--- src/rtl/uss_pkg.sv ---
`default_nettype none

package uss_pkg;

   // request commands
   localparam logic [1:0] CMD_APPEND = 2'd0;
   localparam logic [1:0] CMD_FLUSH  = 2'd1;
   localparam logic [1:0] CMD_CLEAR  = 2'd2;

   // reason a sentence was emitted
   localparam logic [1:0] KIND_DELIM  = 2'd0;
   localparam logic [1:0] KIND_FORCED = 2'd1;
   localparam logic [1:0] KIND_FLUSH  = 2'd2;

   localparam int unsigned CHUNK_BYTES = 8;
   localparam int unsigned NBYTES_W    = 4;

   localparam logic [6:0] CUT_POINT_RESET = 7'd90;

   localparam logic [7:0] BYTE_LF     = 8'h0A;
   localparam logic [7:0] BYTE_CR     = 8'h0D;
   localparam logic [7:0] BYTE_BANG   = 8'h21;
   localparam logic [7:0] BYTE_QUERY  = 8'h3F;
   localparam logic [7:0] BYTE_STOP   = 8'h2E;
   localparam logic [7:0] BYTE_COMMA  = 8'h2C;
   localparam logic [7:0] LEAD_CJK    = 8'hE3;
   localparam logic [7:0] LEAD_FW     = 8'hEF;
   localparam logic [7:0] LEAD_PUNCT  = 8'hE2;
   localparam logic [7:0] MID_80      = 8'h80;
   localparam logic [7:0] MID_BC      = 8'hBC;
   localparam logic [7:0] END_81      = 8'h81;
   localparam logic [7:0] END_82      = 8'h82;
   localparam logic [7:0] END_9F      = 8'h9F;
   localparam logic [7:0] END_A6      = 8'hA6;
   localparam logic [1:0] CONT_TAG    = 2'b10;

   typedef struct packed {
      logic       append;
      logic       clear;
      logic       cut_init;
      logic       cut_inc;
      logic       scan_rd;
      logic       emit_start;
      logic       emit_from_cut;
      logic [1:0] kind;
      logic       emit_rd;
      logic       emit_cap;
      logic       chunk_take;
      logic       emit_end;
   } dp_cmd_type;

   typedef struct packed {
      logic count_zero;
      logic delim_hit;
      logic at_limit;
      logic cut_below;
      logic cont_byte;
      logic chunk_done;
      logic all_sent;
   } dp_status_type;

   function automatic logic is_single_delim(input logic [7:0] c);
      return (c == BYTE_LF) || (c == BYTE_CR) || (c == BYTE_BANG) ||
             (c == BYTE_QUERY) || (c == BYTE_STOP) || (c == BYTE_COMMA);
   endfunction

   function automatic logic is_triple_delim(input logic [7:0] a, input logic [7:0] b,
                                            input logic [7:0] c);
      return ((a == LEAD_CJK) && (b == MID_80) && ((c == END_81) || (c == END_82))) ||
             ((a == LEAD_FW) && (b == MID_BC) && ((c == END_81) || (c == END_9F))) ||
             ((a == LEAD_PUNCT) && (b == MID_80) && (c == END_A6));
   endfunction

endpackage

`default_nettype wire

--- src/rtl/utf8_sentence_splitter.sv ---
`default_nettype none

// UTF-8 sentence splitter. Text bytes arrive as append transactions and are
// held in a ring buffer of SPLIT_LIMIT bytes (one single-port-read RAM). When
// the byte just appended completes a delimiter (LF, CR, ! ? . , or the
// three-byte ideographic comma/full stop, fullwidth ! and ?, or ellipsis) the
// whole buffer leaves as response transactions of up to eight bytes, first
// byte in bits 7..0, last_of_sentence on the final one. Once SPLIT_LIMIT bytes
// gather with no delimiter a forced cut is made at csr cut_point (0 acts as 1),
// moved forward past UTF-8 continuation bytes; the rest stays buffered. Flush
// emits the buffer, clear drops it, command 3 is ignored. An append is accepted
// and then checked for a delimiter. Emitting reads each byte through the single
// RAM read port, whose output is registered, and captures it into the chunk; a
// forced cut first steps the cut point past any UTF-8 continuation bytes it
// finds there. One request is processed at a time; req_ready is low until
// all of its responses have been taken. Write cut_point only while idle.

module utf8_sentence_splitter #(
   parameter int unsigned SPLIT_LIMIT = 120
) (
   input  wire logic        clock,
   input  wire logic        reset,
   // request channel
   input  wire logic        req_valid,
   output logic             req_ready,
   input  wire logic [1:0]  req_command,
   input  wire logic [7:0]  req_data_byte,
   // response channel
   output logic             rsp_valid,
   input  wire logic        rsp_ready,
   output logic      [63:0] rsp_chunk,
   output logic      [3:0]  rsp_chunk_bytes,
   output logic             rsp_last_of_sentence,
   output logic      [1:0]  rsp_cut_kind,
   // cut_point register
   input  wire logic        csr_write_enable,
   input  wire logic [6:0]  csr_write_data
);
   import uss_pkg::*;

   dp_cmd_type    cmd;
   dp_status_type status;

   // sequencing: append/check, forced-cut scan, byte-by-byte chunk assembly
   uss_ctrl u_ctrl (
      .clock       (clock),
      .reset       (reset),
      .req_valid   (req_valid),
      .req_command (req_command),
      .req_ready   (req_ready),
      .rsp_valid   (rsp_valid),
      .rsp_ready   (rsp_ready),
      .status      (status),
      .cmd         (cmd)
   );

   // buffer, pointers, delimiter tail and the response register
   uss_dp #(
      .SPLIT_LIMIT (SPLIT_LIMIT)
   ) u_dp (
      .clock                (clock),
      .reset                (reset),
      .req_data_byte        (req_data_byte),
      .csr_write_enable     (csr_write_enable),
      .csr_write_data       (csr_write_data),
      .cmd                  (cmd),
      .status               (status),
      .rsp_chunk            (rsp_chunk),
      .rsp_chunk_bytes      (rsp_chunk_bytes),
      .rsp_last_of_sentence (rsp_last_of_sentence),
      .rsp_cut_kind         (rsp_cut_kind)
   );

endmodule

`default_nettype wire

--- src/rtl/uss_ram.sv ---
`default_nettype none

module uss_ram #(
   parameter int unsigned WIDTH = 8,
   parameter int unsigned DEPTH = 120,
   parameter int unsigned AW    = (DEPTH > 1) ? $clog2(DEPTH) : 1
) (
   input  wire logic             clock,
   input  wire logic             wr_en,
   input  wire logic [AW-1:0]    wr_addr,
   input  wire logic [WIDTH-1:0] wr_data,
   input  wire logic             rd_en,
   input  wire logic [AW-1:0]    rd_addr,
   output logic      [WIDTH-1:0] rd_data
);

   logic [WIDTH-1:0] mem_ff [DEPTH];

   always_ff @(posedge clock) begin
      if (wr_en) begin
         mem_ff[wr_addr] <= wr_data;
      end
      if (rd_en) begin
         rd_data <= mem_ff[rd_addr];
      end
   end

endmodule

`default_nettype wire

--- src/rtl/uss_dp.sv ---
`default_nettype none

module uss_dp #(
   parameter int unsigned SPLIT_LIMIT = 120
) (
   input  wire logic                  clock,
   input  wire logic                  reset,
   input  wire logic [7:0]            req_data_byte,
   input  wire logic                  csr_write_enable,
   input  wire logic [6:0]            csr_write_data,
   input  wire uss_pkg::dp_cmd_type   cmd,
   output uss_pkg::dp_status_type     status,
   output logic      [63:0]           rsp_chunk,
   output logic      [3:0]            rsp_chunk_bytes,
   output logic                       rsp_last_of_sentence,
   output logic      [1:0]            rsp_cut_kind
);
   import uss_pkg::*;

   localparam int unsigned AW   = (SPLIT_LIMIT > 1) ? $clog2(SPLIT_LIMIT) : 1;
   localparam int unsigned CW   = $clog2(SPLIT_LIMIT + 1);
   localparam int unsigned SW   = CW + 1;
   localparam int unsigned CMPW = (CW > 7) ? CW : 7;

   logic [AW-1:0]       head_ff, head_in;
   logic [CW-1:0]       count_ff, count_in;
   logic [CW-1:0]       cut_ff, cut_in;
   logic [CW-1:0]       len_ff, len_in;
   logic [CW-1:0]       idx_ff, idx_in;
   logic [NBYTES_W-1:0] nbytes_ff, nbytes_in;
   logic [63:0]         chunk_ff, chunk_in;
   logic [1:0]          kind_ff, kind_in;
   logic                last_ff, last_in;
   logic [7:0]          tail0_ff, tail1_ff, tail2_ff;
   logic [7:0]          tail0_in, tail1_in, tail2_in;
   logic [6:0]          cut_point_ff, cut_point_in;

   logic [AW-1:0]       wr_addr, rd_addr;
   logic [7:0]          rd_data;
   logic                rd_en;
   logic [6:0]          cp_eff;
   logic [CW-1:0]       cut_start;
   logic [CW-1:0]       idx_next;

   // ring position of a byte offset from the head
   function automatic logic [AW-1:0] ring_addr(input logic [AW-1:0] base,
                                               input logic [CW-1:0] off);
      logic [SW-1:0] sum;
      sum = SW'(base) + SW'(off);
      if (sum >= SW'(SPLIT_LIMIT)) begin
         sum = sum - SW'(SPLIT_LIMIT);
      end
      return AW'(sum);
   endfunction

   assign wr_addr  = ring_addr(head_ff, count_ff);
   assign rd_addr  = ring_addr(head_ff, cmd.scan_rd ? cut_ff : idx_ff);
   assign rd_en    = cmd.scan_rd | cmd.emit_rd;
   assign idx_next = idx_ff + 1'b1;

   assign cp_eff    = (cut_point_ff == 7'd0) ? 7'd1 : cut_point_ff;
   assign cut_start = (CMPW'(cp_eff) > CMPW'(count_ff)) ? count_ff : CW'(cp_eff);

   uss_ram #(
      .WIDTH (8),
      .DEPTH (SPLIT_LIMIT)
   ) u_buf (
      .clock   (clock),
      .wr_en   (cmd.append),
      .wr_addr (wr_addr),
      .wr_data (req_data_byte),
      .rd_en   (rd_en),
      .rd_addr (rd_addr),
      .rd_data (rd_data)
   );

   always_comb begin
      head_in      = head_ff;
      count_in     = count_ff;
      cut_in       = cut_ff;
      len_in       = len_ff;
      idx_in       = idx_ff;
      nbytes_in    = nbytes_ff;
      chunk_in     = chunk_ff;
      kind_in      = kind_ff;
      last_in      = last_ff;
      tail0_in     = tail0_ff;
      tail1_in     = tail1_ff;
      tail2_in     = tail2_ff;
      cut_point_in = csr_write_enable ? csr_write_data : cut_point_ff;

      if (cmd.append) begin
         count_in = count_ff + 1'b1;
         tail0_in = req_data_byte;
         tail1_in = tail0_ff;
         tail2_in = tail1_ff;
      end
      if (cmd.clear) begin
         count_in = '0;
      end
      if (cmd.cut_init) begin
         cut_in = cut_start;
      end
      if (cmd.cut_inc) begin
         cut_in = cut_ff + 1'b1;
      end
      if (cmd.emit_start) begin
         len_in    = cmd.emit_from_cut ? cut_ff : count_ff;
         idx_in    = '0;
         nbytes_in = '0;
         chunk_in  = '0;
         kind_in   = cmd.kind;
         last_in   = 1'b0;
      end
      if (cmd.emit_cap) begin
         chunk_in  = chunk_ff | (64'(rd_data) << {nbytes_ff[2:0], 3'b000});
         nbytes_in = nbytes_ff + 1'b1;
         idx_in    = idx_next;
         last_in   = (idx_next == len_ff);
      end
      if (cmd.chunk_take) begin
         chunk_in  = '0;
         nbytes_in = '0;
      end
      if (cmd.emit_end) begin
         head_in  = ring_addr(head_ff, len_ff);
         count_in = count_ff - len_ff;
      end
   end

   always_ff @(posedge clock) begin
      if (reset) begin
         head_ff      <= '0;
         count_ff     <= '0;
         cut_point_ff <= CUT_POINT_RESET;
         nbytes_ff    <= '0;
      end else begin
         head_ff      <= head_in;
         count_ff     <= count_in;
         cut_point_ff <= cut_point_in;
         nbytes_ff    <= nbytes_in;
      end
      cut_ff   <= cut_in;
      len_ff   <= len_in;
      idx_ff   <= idx_in;
      chunk_ff <= chunk_in;
      kind_ff  <= kind_in;
      last_ff  <= last_in;
      tail0_ff <= tail0_in;
      tail1_ff <= tail1_in;
      tail2_ff <= tail2_in;
   end

   always_comb begin
      status.count_zero = (count_ff == '0);
      status.delim_hit  = is_single_delim(tail0_ff) ||
                          ((count_ff >= CW'(3)) && is_triple_delim(tail2_ff, tail1_ff, tail0_ff));
      status.at_limit   = (count_ff == CW'(SPLIT_LIMIT));
      status.cut_below  = (cut_ff < count_ff);
      status.cont_byte  = (rd_data[7:6] == CONT_TAG);
      status.chunk_done = (nbytes_ff == NBYTES_W'(CHUNK_BYTES - 1)) || (idx_next == len_ff);
      status.all_sent   = (idx_ff == len_ff);
   end

   assign rsp_chunk            = chunk_ff;
   assign rsp_chunk_bytes      = nbytes_ff;
   assign rsp_last_of_sentence = last_ff;
   assign rsp_cut_kind         = kind_ff;

endmodule

`default_nettype wire

--- src/rtl/uss_ctrl.sv ---
`default_nettype none

module uss_ctrl (
   input  wire logic                  clock,
   input  wire logic                  reset,
   input  wire logic                  req_valid,
   input  wire logic [1:0]            req_command,
   output logic                       req_ready,
   output logic                       rsp_valid,
   input  wire logic                  rsp_ready,
   input  wire uss_pkg::dp_status_type status,
   output uss_pkg::dp_cmd_type        cmd
);
   import uss_pkg::*;

   typedef enum logic [2:0] {
      S_IDLE,
      S_CHECK,
      S_SCAN_RD,
      S_SCAN_CHK,
      S_EMIT_RD,
      S_EMIT_CAP,
      S_OUT
   } state_type;

   state_type state_ff, state_in;
   logic      take;

   assign req_ready = (state_ff == S_IDLE);
   assign rsp_valid = (state_ff == S_OUT);
   assign take      = req_valid & req_ready;

   always_comb begin
      state_in = state_ff;
      cmd      = '0;
      case (state_ff)
         S_IDLE: begin
            if (take) begin
               case (req_command)
                  CMD_APPEND: begin
                     cmd.append = 1'b1;
                     state_in   = S_CHECK;
                  end
                  CMD_FLUSH: begin
                     if (!status.count_zero) begin
                        cmd.emit_start = 1'b1;
                        cmd.kind       = KIND_FLUSH;
                        state_in       = S_EMIT_RD;
                     end
                  end
                  CMD_CLEAR: begin
                     cmd.clear = 1'b1;
                  end
                  default: begin
                  end
               endcase
            end
         end
         S_CHECK: begin
            if (status.delim_hit) begin
               cmd.emit_start = 1'b1;
               cmd.kind       = KIND_DELIM;
               state_in       = S_EMIT_RD;
            end else if (status.at_limit) begin
               cmd.cut_init = 1'b1;
               state_in     = S_SCAN_RD;
            end else begin
               state_in = S_IDLE;
            end
         end
         S_SCAN_RD: begin
            if (status.cut_below) begin
               cmd.scan_rd = 1'b1;
               state_in    = S_SCAN_CHK;
            end else begin
               cmd.emit_start    = 1'b1;
               cmd.emit_from_cut = 1'b1;
               cmd.kind          = KIND_FORCED;
               state_in          = S_EMIT_RD;
            end
         end
         S_SCAN_CHK: begin
            if (status.cont_byte) begin
               cmd.cut_inc = 1'b1;
               state_in    = S_SCAN_RD;
            end else begin
               cmd.emit_start    = 1'b1;
               cmd.emit_from_cut = 1'b1;
               cmd.kind          = KIND_FORCED;
               state_in          = S_EMIT_RD;
            end
         end
         S_EMIT_RD: begin
            cmd.emit_rd = 1'b1;
            state_in    = S_EMIT_CAP;
         end
         S_EMIT_CAP: begin
            cmd.emit_cap = 1'b1;
            state_in     = status.chunk_done ? S_OUT : S_EMIT_RD;
         end
         S_OUT: begin
            if (rsp_ready) begin
               cmd.chunk_take = 1'b1;
               if (status.all_sent) begin
                  cmd.emit_end = 1'b1;
                  state_in     = S_IDLE;
               end else begin
                  state_in = S_EMIT_RD;
               end
            end
         end
         default: begin
            state_in = S_IDLE;
         end
      endcase
   end

   always_ff @(posedge clock) begin
      if (reset) begin
         state_ff <= S_IDLE;
      end else begin
         state_ff <= state_in;
      end
   end

endmodule

`default_nettype wire
--- config.mk ---
export PLATFORM = sky130hd
export DESIGN_NAME = utf8_sentence_splitter
export DESIGN_NICKNAME = d
export VERILOG_FILES = /design/src/rtl/uss_pkg.sv /design/src/rtl/utf8_sentence_splitter.sv /design/src/rtl/uss_ram.sv /design/src/rtl/uss_dp.sv /design/src/rtl/uss_ctrl.sv
export SDC_FILE = /design/constraint.sdc
export NUM_CORES = 1
export LEC_CHECK = 0
export BUFFER_PORTS_ARGS = -buffer_cell sky130_fd_sc_hd__buf_2
export CELL_PAD_IN_SITES_DETAIL_PLACEMENT = 1
export CELL_PAD_IN_SITES_GLOBAL_PLACEMENT = 1
export CORE_ASPECT_RATIO = 2
export CORE_UTILIZATION = 45
export CTS_CLUSTER_DIAMETER = 50
export DETAILED_ROUTE_END_ITERATION = 6
export PLACE_DENSITY_LB_ADDON = 0.1
export SYNTH_ARGS = -nofsm -noshare
export SYNTH_HDL_FRONTEND = slang
export SYNTH_SLANG_ARGS = --single-unit
--- constraint.sdc ---
create_clock -name clock -period 5.2 [get_ports clock]
set_input_delay 0.78 -clock clock [delete_from_list [all_inputs] [get_ports clock]]
set_output_delay 0.78 -clock clock [all_outputs]
set_load 0.005 [all_outputs]
==> flow_summary.toml <==
[setup_path]
cp.required_ns = 5.75
critPathMaxStageDelay_ns = 0.45
r2r_start = "u_dp.cut_ff[4]"
worstPathCellList = "ha_1, and3_1, a21oi_2, o211ai_1, a21o_1, or3_4, mux2_4, ha_4, fa_4, a211oi_4, or2_4, nand2_2, inv_2, ha_4, nor3_4, a221oi_4, buf_12, clkbuf_16, buf_6, and3_1, o31ai_4, o311ai_4, o31ai_2"
worstPathArrival_ns = 5.97
crit_family = "compound AO/OA/AOI/OAI gates"
worst-path-buf-inv = 4
critPathLaunchType = "flop"
critPathSlowestCell = "fa_4"
worst-path-max-fanout = 11
crit_type = "flop to flop"
end_kind = "flop"
startpoint = "u_dp.cut_ff[4]"

[finish]
fin_nets = 3002
layout_commonest_cell = "edfxtp_1"
layout_common_cells = "edfxtp_1 (1016), buf_4 (259), mux4_2 (252)"
antenna_cells = 0
area_delta_synth_final_pct = 17.9
final_cell_area_sq_um = 53800
n_fill_cell = 9254
layout-drive-gt1-share_pct = 30.6
layoutNonFillerInstCount = 4337

[yosys]
yosysSeqAreaShare_pct = 70.9
synth_top_family_by_area = "multiplexers"
syn_area_sq_um = 45700
async_flop_share_pct = 0
synth_compound_area_share_pct = 5.85
yosysWarningCount = 0
avgSynthCellArea_sq_um = 17.7
synthXorXnorAreaFrac_pct = 0.913
synth_ff_type = "edfxtp_1"
yosys_register_bits = 1108
syn_nets = 2656
synthSimpleGateAreaFrac_pct = 4.66
synth_mux_area_share_pct = 14.3
syn_inst = 2582
synth_edf_count = 1016
synth_cell_types = 78
synthAdderAreaFrac_pct = 1.49

[hold_path]
hp-start = "csr_write_data[6]"
hold_path_class = "input pin to flop"

[floorplan]
start_util_pct = 45.6
fp.dieW_microns = 227
core_region_area_sq_um = 100000
rows = 164
ios = 95
dieArea_sq_um = 103000
die_h_microns = 452

[sta]
maxSlewViolCount = 0
rsz0062_at_grt = "yes"
worst_pin_slew_ns = 1.29
clock_skew_ns = 0.0360
max_freq_ghz = 0.184
hold_viol = 0
setup_violations = 8
final.setup.worst_slack_ns = -0.225
fin_crit_ns = 5.42
relSlewSlack_pct = 12.9
post-route-period-util_pct = 104
whs_ns = 0.279

[run_status]
status = "complete, but fails checks"
violations = "setup timing"

[route]
routed_wl_microns = 137000
initialDrtViolationCount = 1645
ant_nets = 0
num_vias = 25700
wl_per_cell_microns = 31.6
vias_per_cell = 5.93
first_pass_iters = 5
drc = 0

[clock_tree]
cts_tree = "done"
cts-buffers-inserted = 99
clock_sinks = 1108
max-clock-path-buffers = 3
clockRootBuffer = "clkbuf_16"
clock_latency_ns = 0.73
clk_pin_slew_ns = 0.07
cts_max_level = 3

[placed_design]
pre_cts_ws_ns = -0.514
dpl_cell_area_sq_um = 49600
dp_cells = 4119
gp_congestion = 0.875
port_buffers = 94
dpl.hpwl_microns = 95100

[global_route]
track_usage_pct = 27.2
grt_pass1_wl_microns = 196000
grt_max_degree = 82
overflow = 0
grt_pass1_vias = 27700
antenna_found_initial = 0

[power_and_ir_drop]
vdd_drop_max_mv = 0.281
power.internal_mw = 13.9
p_seq_share_pct = 55.4
powerDensity_nw_per_um2 = 327
p_comb_share_pct = 2.5
netSwitchingPower_mw = 3.74
p_sw_share_pct = 21.2
leakage_nw = 18.1
p_clk_share_pct = 42.1

[job]
maxCapViolations = 0
==> through the flow <==
stage | utilization, % | total power [mW] | TNS [ns]
5_1_grt | 53.7 | 18.1 | -2.83
3_3_place_gp | 49.5 | 10.4 | -2.65
3_5_place_dp | 49.5 | 10.4 | -3.23
4_1_cts | 53.5 | 17.8 | -0.671
2_1_floorplan | - | 10.1 | 0
6_report | 53.7 | 17.6 | -1.21
==> power by group through the flow <==
stage	sequential [mW]	combinational, mW	clock (mW)
2_1_floorplan	9.94	0.166	0
3_3_place_gp	9.95	0.414	0
3_5_place_dp	9.95	0.433	0
4_1_cts	9.75	0.451	7.56
5_1_grt	9.75	0.478	7.84
6_report	9.75	0.448	7.42
==> worst paths after layout <==
kind / endpoint / slack [ns] / cells past startpoint
worst min-delay path: u_dp.cut_point_ff[6] / 0.28 / 2
worst max register to register: u_dp.u_buf.rd_data[2] / -0.22 / 23
worst max-delay path: u_dp.u_buf.rd_data[2] / -0.22 / 23
worst min register to register: u_dp.tail2_ff[6] / 0.46 / 0
==> what timing repair did <==
item / in CTS / in global routing
buffers inserted: 25 / 6
hold buffers: 0 / 0
resized for setup: 75 / 28
endpoints found under the setup margin: 8 / 8
gates cloned: 3 / 2
pin swaps: 18 / 20
==> state kept, by name (all words and copies together), names as in the netlist, 2 cells and up <==
name and flops:
u_ctrl.state_ff 3, u_dp.count_ff 7, u_dp.cut_ff 7, u_dp.cut_point_ff 7, u_dp.head_ff 7, u_dp.idx_ff 7, u_dp.len_ff 7, u_dp.rsp_chunk 64
u_dp.rsp_chunk_bytes 4, u_dp.rsp_cut_kind 2, u_dp.tail0_ff 8, u_dp.tail1_ff 8, u_dp.tail2_ff 8, u_dp.u_buf.mem_ff 960, u_dp.u_buf.rd_data 8
==> Yosys cell counts (all sizes together), types with 13 or more instances <==
cell type	count	share of area (%)
a211oi	110	1.8
a21oi	113	1.2
a311oi	17	0.36
buf	54	0.74
clkbuf	101	0.83
dfxtp	92	4.0
edfxtp	1016	67
ha	48	1.3
inv	45	0.37
mux2	33	0.81
mux2i	47	1.0
mux4	252	12
nand2	108	0.89
nand2b	15	0.21
nand3	31	0.34
nor2	182	1.5
nor2b	14	0.19
nor3	34	0.37
nor4	14	0.19
o21ai	34	0.38
xnor2	32	0.61
xor2	13	0.25
==> worst register-to-register path: stages (launching register included) <==
cell and delay, ns:
edfxtp_1 0.41, ha_1 0.31, and3_1 0.16, a21oi_2 0.14, o211ai_1 0.16, a21o_1 0.23, or3_4 0.42, mux2_4 0.33
ha_4 0.17, fa_4 0.45, a211oi_4 0.35, or2_4 0.19, nand2_2 0.06, inv_2 0.08, ha_4 0.22, nor3_4 0.24
a221oi_4 0.10, buf_12 0.17, clkbuf_16 0.17, buf_6 0.15, and3_1 0.17, o31ai_4 0.34, o311ai_4 0.16, o31ai_2 0.09
==> routing by layer <==
metal	part of all wire [%]	wire length (microns)	up-vias	global-route usage [%]
li1	-	-	11100	-
met1	34	46500	13700	27.8
met2	57	78700	616	52.8
met3	3.1	4310	243	3.33
met4	5.5	7490	0	14.0
met5	0	0	-	0
==> kinds of logic (layout without fill, tap and decap cells) <==
family,after synthesis,after routing
xor+xnor,46,46
buf+inv,200,627
flops,1108,1108
simple gates,460,460
compound gates,384,384
fa+ha+maj,52,52
mux,332,332
==> cell type report <==
| class | instances | area [sq um] | area share (%) |
|---|---|---|---|
| Timing Repair Buffer | 400 | 3440 | 6.39 |
| Inverter | 45 | 169 | 0.314 |
| Multi-Input combinational cell | 1274 | 13000 | 24.1 |
| Clock inverter | 64 | 638 | 1.19 |
| Clock buffer | 118 | 2590 | 4.81 |
| Sequential cell | 1108 | 32400 | 60.1 |
| Tap cell | 1328 | 1660 | 3.09 |
(Power assumes the default switching activity.)
